[src/design/bdq_pkg.sv]
// Shared types, constants and ring-index helper for the bounded deque.
// Depends on nothing; imported by every module of the block.
`default_nettype none

package bdq_pkg;

    localparam int CAPACITY   = 16;
    localparam int DATA_WIDTH = 32;
    localparam int PTR_W      = $clog2(CAPACITY);
    localparam int CNT_W      = $clog2(CAPACITY + 1);
    localparam int POS_W      = 4;
    localparam int REQ_W      = 3;
    localparam int STAT_W     = 2;
    localparam int CMP_W      = (CNT_W > POS_W) ? CNT_W : POS_W;

    // Stream payload layout, lowest field first, padded to whole bytes
    localparam int S_TDATA_W  = ((DATA_WIDTH + POS_W + 7) / 8) * 8;
    localparam int M_TDATA_W  = ((DATA_WIDTH + CNT_W + 7) / 8) * 8;

    typedef enum logic [REQ_W-1:0] {
        REQ_PUSH_FRONT = 3'd0,
        REQ_PUSH_BACK  = 3'd1,
        REQ_POP_FRONT  = 3'd2,
        REQ_POP_BACK   = 3'd3,
        REQ_READ       = 3'd4,
        REQ_REVERSE    = 3'd5,
        REQ_CLEAR      = 3'd6
    } req_t;

    typedef enum logic [STAT_W-1:0] {
        ST_OK    = 2'd0,
        ST_EMPTY = 2'd1,
        ST_FULL  = 2'd2,
        ST_RANGE = 2'd3
    } status_t;

    // One result transaction handed from the core to the output register
    typedef struct packed {
        logic [DATA_WIDTH-1:0] read_data;
        logic [CNT_W-1:0]      count;
        status_t               status;
    } result_t;

    // Ring index of base + off, with off below CAPACITY and base below CAPACITY
    function automatic logic [PTR_W-1:0] ring_add(input logic [PTR_W-1:0] base,
                                                  input logic [CNT_W-1:0] off);
        logic [CNT_W:0] sum;
        sum = (CNT_W+1)'(base) + (CNT_W+1)'(off);
        if (sum >= (CNT_W+1)'(CAPACITY)) begin
            sum = sum - (CNT_W+1)'(CAPACITY);
        end
        return sum[PTR_W-1:0];
    endfunction

endpackage

`default_nettype wire

[src/design/bounded_deque_with_reverse_top.sv]
// Bounded double-ended queue with order reversal, streaming top level.
// Usage:
//   Each request transaction on the s_ channel carries a request kind in
//   s_tuser and a push word and read position in s_tdata. Every request
//   yields exactly one result transaction on the m_ channel: the popped or
//   read word (zero otherwise), the element count after the request, and a
//   status code in m_tuser (ok, empty, full, out of range).
//   A result reaches m_tvalid through the element memory's registered
//   read and the core's result stage, then through the output register.
//   Throughput: one request per cycle while the receiver keeps up.
//   Pointers and count update in the accept cycle, and the memory takes
//   at most one access per request.
//   Reset (aresetn low, synchronous) empties the list, zeroes the front
//   pointer, restores natural order and drops any pending results; memory
//   contents are left as they are and are never read before being pushed.
//   When the receiver stalls, one result waits in the output register and
//   one more in the core; s_tready then drops until space frees up.
// Depends on bdq_pkg and bdq_core.
`default_nettype none

module bounded_deque_with_reverse_top (
    input  wire logic                          aclk,
    input  wire logic                          aresetn,
    input  wire logic                          s_tvalid,
    output      logic                          s_tready,
    // [31:0] value, [35:32] position, [39:36] zero
    input  wire logic [bdq_pkg::S_TDATA_W-1:0] s_tdata,
    // [2:0] req_type
    input  wire logic [bdq_pkg::REQ_W-1:0]     s_tuser,
    output      logic                          m_tvalid,
    input  wire logic                          m_tready,
    // [31:0] read_data, [36:32] count, [39:37] zero
    output      logic [bdq_pkg::M_TDATA_W-1:0] m_tdata,
    // [1:0] status
    output      logic [bdq_pkg::STAT_W-1:0]    m_tuser
);
    import bdq_pkg::*;

    logic    res_valid;
    logic    res_ready;
    result_t res;

    logic    out_valid_reg;
    result_t out_reg;

    bdq_core u_core (
        .aclk        (aclk),
        .aresetn     (aresetn),
        .in_valid    (s_tvalid),
        .in_ready    (s_tready),
        .in_req      (s_tuser),
        .in_value    (s_tdata[DATA_WIDTH-1:0]),
        .in_position (s_tdata[DATA_WIDTH +: POS_W]),
        .res_valid   (res_valid),
        .res_ready   (res_ready),
        .res         (res)
    );

    assign res_ready = !out_valid_reg || m_tready;

    // Output register: load when empty or being drained
    always_ff @(posedge aclk) begin
        if (!aresetn) begin
            out_valid_reg <= 1'b0;
        end else if (res_ready) begin
            out_valid_reg <= res_valid;
        end
    end

    always_ff @(posedge aclk) begin
        if (res_ready && res_valid) begin
            out_reg <= res;
        end
    end

    assign m_tvalid = out_valid_reg;
    assign m_tdata  = M_TDATA_W'({out_reg.count, out_reg.read_data});
    assign m_tuser  = out_reg.status;

endmodule

`default_nettype wire

[src/design/bdq_core.sv]
// Deque core: ring pointers, count, direction flag and the element memory.
// Depends on bdq_pkg; feeds one result_t per request to the output stage.
`default_nettype none

module bdq_core (
    input  wire logic                         aclk,
    input  wire logic                         aresetn,
    input  wire logic                         in_valid,
    output      logic                         in_ready,
    input  wire logic [bdq_pkg::REQ_W-1:0]    in_req,
    input  wire logic [bdq_pkg::DATA_WIDTH-1:0] in_value,
    input  wire logic [bdq_pkg::POS_W-1:0]    in_position,
    output      logic                         res_valid,
    input  wire logic                         res_ready,
    output      bdq_pkg::result_t             res
);
    import bdq_pkg::*;

    logic [DATA_WIDTH-1:0] mem [CAPACITY];

    logic [PTR_W-1:0] front_reg,  front_next;
    logic [CNT_W-1:0] count_reg,  count_next;
    logic             rev_reg,    rev_next;

    logic             st_valid_reg;
    logic [CNT_W-1:0] st_count_reg;
    status_t          st_status_reg;
    logic             st_use_rd_reg;
    logic [DATA_WIDTH-1:0] rd_data_reg;

    logic             accept;
    logic             wr_en;
    logic [PTR_W-1:0] wr_addr;
    logic             rd_en;
    logic [PTR_W-1:0] rd_addr;
    status_t          status;
    logic             full;
    logic             empty;
    logic [CMP_W-1:0] pos_cmp;
    logic [CMP_W-1:0] cnt_cmp;
    logic [CNT_W-1:0] pos_cnt;
    logic [CNT_W-1:0] read_off;
    req_t             req;

    assign in_ready = !st_valid_reg || res_ready;
    assign accept   = in_valid && in_ready;
    assign req      = req_t'(in_req);
    assign full     = (count_reg == CNT_W'(CAPACITY));
    assign empty    = (count_reg == '0);
    assign pos_cmp  = CMP_W'(in_position);
    assign cnt_cmp  = CMP_W'(count_reg);
    assign pos_cnt  = CNT_W'(in_position);
    assign read_off = rev_reg ? (count_reg - CNT_W'(1) - pos_cnt) : pos_cnt;

    // Decode the request into pointer updates and at most one memory access
    always_comb begin
        front_next = front_reg;
        count_next = count_reg;
        rev_next   = rev_reg;
        wr_en      = 1'b0;
        wr_addr    = front_reg;
        rd_en      = 1'b0;
        rd_addr    = front_reg;
        status     = ST_OK;
        case (req)
            REQ_PUSH_FRONT, REQ_PUSH_BACK: begin
                if (full) begin
                    status = ST_FULL;
                end else if ((req == REQ_PUSH_FRONT) != rev_reg) begin
                    front_next = (front_reg == '0) ? PTR_W'(CAPACITY - 1)
                                                   : front_reg - PTR_W'(1);
                    wr_en      = 1'b1;
                    wr_addr    = front_next;
                    count_next = count_reg + CNT_W'(1);
                end else begin
                    wr_en      = 1'b1;
                    wr_addr    = ring_add(front_reg, count_reg);
                    count_next = count_reg + CNT_W'(1);
                end
            end
            REQ_POP_FRONT, REQ_POP_BACK: begin
                if (empty) begin
                    status = ST_EMPTY;
                end else if ((req == REQ_POP_FRONT) != rev_reg) begin
                    rd_en      = 1'b1;
                    rd_addr    = front_reg;
                    front_next = ring_add(front_reg, CNT_W'(1));
                    count_next = count_reg - CNT_W'(1);
                end else begin
                    rd_en      = 1'b1;
                    rd_addr    = ring_add(front_reg, count_reg - CNT_W'(1));
                    count_next = count_reg - CNT_W'(1);
                end
            end
            REQ_READ: begin
                if (pos_cmp >= cnt_cmp) begin
                    status = ST_RANGE;
                end else begin
                    rd_en   = 1'b1;
                    rd_addr = ring_add(front_reg, read_off);
                end
            end
            REQ_REVERSE: begin
                rev_next = !rev_reg;
            end
            REQ_CLEAR: begin
                front_next = '0;
                count_next = '0;
                rev_next   = 1'b0;
            end
            default: begin
                // unused code: leave state alone
            end
        endcase
    end

    // Element memory: at most one write or one registered read per request.
    // Earlier writes are already in memory when a read samples it, so no bypass.
    always_ff @(posedge aclk) begin
        if (accept && wr_en) begin
            mem[wr_addr] <= in_value;
        end
        if (accept && rd_en) begin
            rd_data_reg <= mem[rd_addr];
        end
    end

    // Advance pointers on each accepted transaction; the result stage fills on accept and empties when taken
    always_ff @(posedge aclk) begin
        if (!aresetn) begin
            front_reg    <= '0;
            count_reg    <= '0;
            rev_reg      <= 1'b0;
            st_valid_reg <= 1'b0;
        end else begin
            if (accept) begin
                front_reg <= front_next;
                count_reg <= count_next;
                rev_reg   <= rev_next;
            end
            if (accept) begin
                st_valid_reg <= 1'b1;
            end else if (res_ready) begin
                st_valid_reg <= 1'b0;
            end
        end
    end

    // Hold result fields beside the memory read data
    always_ff @(posedge aclk) begin
        if (accept) begin
            st_count_reg  <= count_next;
            st_status_reg <= status;
            st_use_rd_reg <= rd_en;
        end
    end

    assign res_valid     = st_valid_reg;
    assign res.read_data = st_use_rd_reg ? rd_data_reg : '0;
    assign res.count     = st_count_reg;
    assign res.status    = st_status_reg;

endmodule

`default_nettype wire

[config.mk]
export PLATFORM = sky130hd
export DESIGN_NAME = bounded_deque_with_reverse_top
export DESIGN_NICKNAME = d
export VERILOG_FILES = /design/src/design/bdq_pkg.sv /design/src/design/bounded_deque_with_reverse_top.sv /design/src/design/bdq_core.sv
export SDC_FILE = /design/constraint.sdc
export NUM_CORES = 1
export LEC_CHECK = 0
export BUFFER_PORTS_ARGS = -buffer_cell sky130_fd_sc_hd__clkbuf_2
export CORE_MARGIN = 2
export CORE_UTILIZATION = 45
export DETAILED_ROUTE_END_ITERATION = 8
export GPL_ROUTABILITY_DRIVEN = 0
export GPL_TIMING_DRIVEN = 0
export MAX_ROUTING_LAYER = met4
export PLACE_DENSITY = 0.63
export SYNTH_ARGS = -nofsm -noshare
export SYNTH_HDL_FRONTEND = slang
export SYNTH_SLANG_ARGS = --single-unit
export TNS_END_PERCENT = 10
[constraint.sdc]
create_clock -name aclk -period 4.4 [get_ports aclk]
set_input_delay 0.88 -clock aclk [delete_from_list [all_inputs] [get_ports aclk]]
set_output_delay 0.88 -clock aclk [all_outputs]
set_load 0.01 [all_outputs]
==> flow_summary.toml, run 1 <==
[outcome]
outcome = "completed"

[cells_and_area]
multi_input_comb_area_um2 = 6250
largest_register_ff_count = 512
num-nets-final = 2050
drive_gt1_share_pct = 18.2
area_delta_synth_final_pct = 16.6
seqCellArea_um2 = 18000
fillerInstances = 4409
antenna_cells = 0
final_cell_mix = "edfxtp_1 (591), a21oi_1 (359), nand2_1 (349)"
final_common_cell = "edfxtp_1"

[logic_synthesis]
yosys.area.top_type = "edfxtp_1"
async_reset_ff_share_pct = 0
syn_area_per_cell_um2 = 13.6
yosysWarnings = 0
synth_area_um2 = 24700
synth-seq-cells = 603
netlist_top_cells_area = "edfxtp_1 (72%), a21oi_1 (7.4%), nand2_1 (5.3%), a22oi_1 (2.9%), a221oi_1 (1.2%)"
yosys.cell_types.count = 67
synthCells = 1815
synth-simple-area-share_pct = 8.28
ys_seq_area_share_pct = 72.9
synth_ff_type = "edfxtp_1"
synth_top_family_by_area = "compound AO/OA/AOI/OAI gates"
synthAdderAreaFrac_pct = 1.34
synth_edf_count = 591
synth.top_cell.area_share_pct = 72.0
synth_compound_area_share_pct = 13.5
synth_xor_area_share_pct = 0.589
synthMuxAreaShare_pct = 0.203

[detailed_routing]
route.met2.wl_um = 31100
dr.pass1.iters = 6
post_drt_wl_per_cell_um = 24.2
viasPerCell = 5.88
via_count = 16000
wl_met3_um = 5400
highest_layer = "met4"
wl_met1_um = 27600
routed_wl_um = 65800
ant_nets = 0
drc = 0
drtIter0Drc = 1855

[critical_path]
reg2reg_setup_slack_ns = 0.16
crit_type = "register to register"
endpoint_kind = "register"
arrival_ns = 4.67
reg2reg_to = "u_core.rd_data_reg[30]$_DFFE_PP_"
worstPathRequired_ns = 4.83
reg2reg_from = "u_core.cnt_cmp[0]$_SDFFE_PN0P_"
start_kind = "register"
r2r_cells = 16
path_max_fanout = 10

[die]
dieWidth_um = 238
row_count = 85
core_area_um2 = 54000
num_io_pins = 91
die_area_um2 = 56700
die_h_um = 238
start_util_pct = 45.6

[timing]
fin_crit_ns = 4.24
slew_headroom_pct = 49.5
hold_violations = 0
finalMaxSlewViolations = 0
finalCritPeriodShare_pct = 96.3
worst-slew-pin-transition_ns = 0.756
finalClockSkew_ns = 0.0252
worst_hold_slack_ns = 0.420
setup_viol = 0
fmax_mhz = 236
fin_setup_tns_ns = 0

[power_and_ir_drop]
power_per_cell_area_nw_per_um2 = 465
finalPower_uw = 13400
power_leakage_uw = 0.00977
peakVddDrop_mv = 0.300

[clocking]
clkTransAtPathRegs_ns = 0.06
max-clock-path-buffers = 3
h-tree-depth = 2
insertion_delay_ns = 0.63
cts_tree = "yes"
numCtsBuffers = 59
cts_root_buf = "clkbuf_16"
cts_sinks = 603
cts_hold_buf = 0

[global_route]
grt_max_degree = 27
grt_usage_pct = 24.0
antenna_found_initial = 0
grt_remaining_overflow = 0
grt_first_pass_wirelength_um = 98500
first_global_vias = 15700

[placed_design]
dp_hpwl_um = 44000
io_buffers = 81

[job]
max-cap-violations = 0

[min_path]
min_path_cells = 0
hold_start = "u_core.st_count_reg[2]$_DFFE_PP_"
holdPathEnd = "m_tdata[34]$_DFFE_PP_"
hold_path_class = "register to register"
## Yosys cell counts (3+ instances only)
cell / number
nand3_1: 5
nor2b_1: 9
buf_4: 16
nand2_1: 349
a211oi_1: 3
a221oi_1: 34
and2_1: 36
nand2b_1: 11
nor3_1: 11
o21ai_0: 13
dfxtp_1: 12
edfxtp_1: 591
ha_1: 20
o31ai_1: 4
mux2i_1: 5
clkbuf_1: 36
xnor2_1: 7
a31oi_1: 3
fa_1: 4
nor2_1: 31
inv_1: 20
xor2_1: 4
buf_6: 15
a22oi_1: 95
nand4_1: 6
buf_2: 54
a21o_1: 8
a21oi_1: 366
## worst max path at each step
| stage | startpoint | endpoint | slack, ns | cells past startpoint |
|---|---|---|---|---|
| after floorplan | s_tuser[2] | u_core.mem[9][0]$_DFFE_PP_ | 0.42 | 9 |
| after global placement | u_core.cnt_cmp[0]$_SDFFE_PN0P_ | u_core.mem[9][16]$_DFFE_PP_ | -1.50 | 11 |
| after detailed placement | s_tdata[32] | u_core.rd_data_reg[12]$_DFFE_PP_ | -0.55 | 15 |
| after CTS | u_core.cnt_cmp[0]$_SDFFE_PN0P_ | u_core.rd_data_reg[29]$_DFFE_PP_ | -0.05 | 16 |
| after global routing | u_core.cnt_cmp[0]$_SDFFE_PN0P_ | u_core.rd_data_reg[31]$_DFFE_PP_ | -0.03 | 17 |
| final | u_core.cnt_cmp[0]$_SDFFE_PN0P_ | u_core.rd_data_reg[30]$_DFFE_PP_ | 0.16 | 16 |
## final cells by class
cell class | instances | share of cell area [%]
clock inverter | 39 | 1.36
clock buffer | 70 | 5.35
tap | 696 | 3.03
inverter | 21 | 0.274
multi-input combinational | 1070 | 21.7
timing repair buffer | 101 | 2.98
buffer | 123 | 2.68
sequential | 603 | 62.6
## power by group
group | leakage, µW | internal (µW) | total [µW] | switching (µW)
registers | 0.00545 | 6420 | 6450 | 30.1
logic | 0.00337 | 594 | 1840 | 1250
clock network | 0.000945 | 2900 | 5060 | 2160
total | 0.00977 | 9920 | 13400 | 3440
## per-stage QoR
step	cell area (µm²)	instances	util, %	setup slack, ns
3_3_place_gp	25900	2594	48.0	-1.50
2_1_floorplan	24700	1817	-	0.422
3_5_place_dp	26500	2612	49.1	-0.546
6_report	28700	2723	53.2	0.163
4_1_cts	28500	2722	52.8	-0.0485
5_1_grt	28700	2723	53.2	-0.0324
## per-layer routing
metal | track usage, % | up-vias
li1 | - | 7138
met1 | 32.7 | 8023
met2 | 37.5 | 743
met3 | 3.71 | 120
met4 | 7.50 | 0
met5 | - | -
## kinds of logic (layout without fill, tap and decap cells)
logic type,Yosys count,after routing
buf+inv,144,354
xor+xnor,14,14
mux,5,5
other cells,1,3
compound gates,554,554
fa+ha+maj,24,24
flops,603,603
simple gates,470,470
## repair_timing
item / CTS / global route
pin swaps: 1 / 1
buffers inserted: 1 / 1
endpoints found under the hold margin: 0 / 0
resized for setup: 31 / 60
endpoints found under the setup margin: 32 / 32
## critical path, cell delays in order (launching register included)
cell and delay (ns):
dfxtp_4 0.41, buf_6 0.16, inv_1 0.13, ha_4 0.31, fa_1 0.43, mux2i_2 0.23
buf_4 0.15, ha_1 0.22, a21o_1 0.16, a21oi_1 0.16, xor2_1 0.20, a211o_1 0.14
nand3b_2 0.14, xnor2_4 0.43, buf_2 0.43, nand4_1 0.20, o31ai_2 0.12
Note: power is estimated with default switching activity, not from simulation.
==> inputs of run 2 (changes only) <==
--- a/config.mk
+++ b/config.mk
@@ -5,7 +5,7 @@
 export SDC_FILE = /design/constraint.sdc
 export NUM_CORES = 1
 export LEC_CHECK = 0
-export BUFFER_PORTS_ARGS = -buffer_cell sky130_fd_sc_hd__clkbuf_2
+export BUFFER_PORTS_ARGS = -buffer_cell sky130_fd_sc_hd__buf_4
 export CORE_MARGIN = 2
 export CORE_UTILIZATION = 45
 export DETAILED_ROUTE_END_ITERATION = 8
==> run 2 against run 1 <==
Effect of this change: worst setup slack improved by 0.015 ns; critical path depth did not move; sequential power barely moved; via count fell by 0.17%; clock skew fell by 0.0080 ns; fmax rose by 0.37%; register-to-register slack improved by 0.02 ns; worst hold slack got worse by 0.0015 ns; cell count fell by 0.26%; global-route usage rose by 0.17 points; sequential cell count did not move; die area did not move.
==> flow_summary.toml, run 2 (synthesized netlist as in run 1, its figures left out) <==
[outcome]
outcome = "completed"

[cells_and_area]
fin_util_pct = 53.4
final_common_cell = "edfxtp_1"
stdcell_count = 2716
antenna_cells = 0
final_cell_mix = "edfxtp_1 (591), a21oi_1 (357), nand2_1 (349)"
stdcell_area_um2 = 28800
largest_register_ff_count = 512
area_delta_synth_final_pct = 16.9
num-nets-final = 2049
drive_gt1_share_pct = 18.0

[clocking]
numCtsBuffers = 59
h-tree-depth = 2
clkTransAtPathRegs_ns = 0.06
cts_tree = "yes"
cts_sinks = 603
max-clock-path-buffers = 3
cts_hold_buf = 0
cts_root_buf = "clkbuf_16"
insertion_delay_ns = 0.63

[timing]
finalCritPeriodShare_pct = 95.9
fin_crit_ns = 4.22
slew_headroom_pct = 46.9
hold_violations = 0
rsz0062_at_grt = "yes"
finalClockSkew_ns = 0.0172
finalMaxSlewViolations = 0
setup_slack_ns = 0.179
worst_hold_slack_ns = 0.418
setup_viol = 0
fmax_mhz = 237
worst-slew-pin-transition_ns = 0.791

[die]
row_count = 85
die_h_um = 238
num_io_pins = 91
die_area_um2 = 56700
start_util_pct = 45.6
dieWidth_um = 238
core_area_um2 = 54000

[detailed_routing]
drc = 0
via_count = 16000
drtIter0Drc = 1990
dr.pass1.iters = 6
routed_wl_um = 66500
ant_nets = 0
post_drt_wl_per_cell_um = 24.5
viasPerCell = 5.89

[placed_design]
place_ws_ns = -0.495
dp_cells = 2612
dp_hpwl_um = 44100
post_dp_cell_area_um2 = 26700
io_buffers = 81

[global_route]
grt_first_pass_wirelength_um = 98800
first_global_vias = 15600
antenna_found_initial = 0
grt_remaining_overflow = 0
grt_max_degree = 27
grt_usage_pct = 24.2

[power_and_ir_drop]
peakVddDrop_mv = 0.308
power_per_cell_area_nw_per_um2 = 453
power_leakage_uw = 0.00975

[critical_path]
endpoint_kind = "register"
arrival_ns = 4.57
worstPathRequired_ns = 4.75
start_kind = "register"
r2r_cells = 16
crit_type = "register to register"
path_max_fanout = 10

[min_path]
min_path_cells = 0
hold_path_class = "register to register"

[job]
max-cap-violations = 0
-- run 2: report_power, final --
group	internal (µW)	switching, µW	total, µW
combinational	621	1260	1880
sequential	6420	30.8	6450
clock	2620	2120	4740
total	9660	3410	13100
-- run 2: worst paths after layout --
check / start / endpoint / slack (ns)
setup / recovery: u_core.cnt_cmp[0]$_SDFFE_PN0P_ / u_core.rd_data_reg[31]$_DFFE_PP_ / 0.18
hold / removal: u_core.st_count_reg[4]$_DFFE_PP_ / m_tdata[36]$_DFFE_PP_ / 0.42
setup reg to reg: u_core.cnt_cmp[0]$_SDFFE_PN0P_ / u_core.rd_data_reg[31]$_DFFE_PP_ / 0.18
hold reg to reg: u_core.st_count_reg[4]$_DFFE_PP_ / m_tdata[36]$_DFFE_PP_ / 0.42
-- run 2: cell type report --
class | count | area [µm²]
fill | 4425 | 25200
tap | 696 | 871
sequential | 603 | 18000
inverter | 21 | 78.8
buffer | 123 | 782
multi-input combinational | 1070 | 6270
clock buffer | 67 | 1550
clock inverter | 36 | 230
timing repair buffer | 100 | 1060
-- run 2: critical path, stage by stage (launching register included) --
cell and delay [ns]:
dfxtp_4 0.40, buf_6 0.16, inv_1 0.10, ha_2 0.38, fa_1 0.44, mux2i_2 0.24
inv_1 0.08, fa_1 0.43, nand2b_1 0.15, a31o_1 0.24, o221a_2 0.18, buf_6 0.17
clkbuf_4 0.24, a21oi_1 0.17, a22oi_1 0.10, a221oi_1 0.36, a21oi_2 0.10
-- run 2: layer usage --
| metal | GRT usage (%) | wire (µm) | vias to the layer above |
|---|---|---|---|
| li1 | - | - | 7130 |
| met1 | 32.6 | 27900 | 8007 |
| met2 | 38.3 | 31500 | 734 |
| met3 | 3.83 | 5310 | 126 |
| met4 | 7.01 | 1780 | 0 |
| met5 | - | 0 | - |
-- run 2: timing repair --
item | in CTS | in global routing
resized for setup | 27 | 75
endpoints found under the setup margin | 32 | 32
buffers inserted | 1 | 0
pin swaps | 1 | 4
-- run 2: stage by stage --
step | setup TNS, ns | total power [µW]
after floorplan | 0 | 7620
after CTS | -0.234 | 13000
after global routing | -0.0228 | 13500
final | 0 | 13100
after global placement | -755.09 | 8270
after detailed placement | -11.13 | 8330
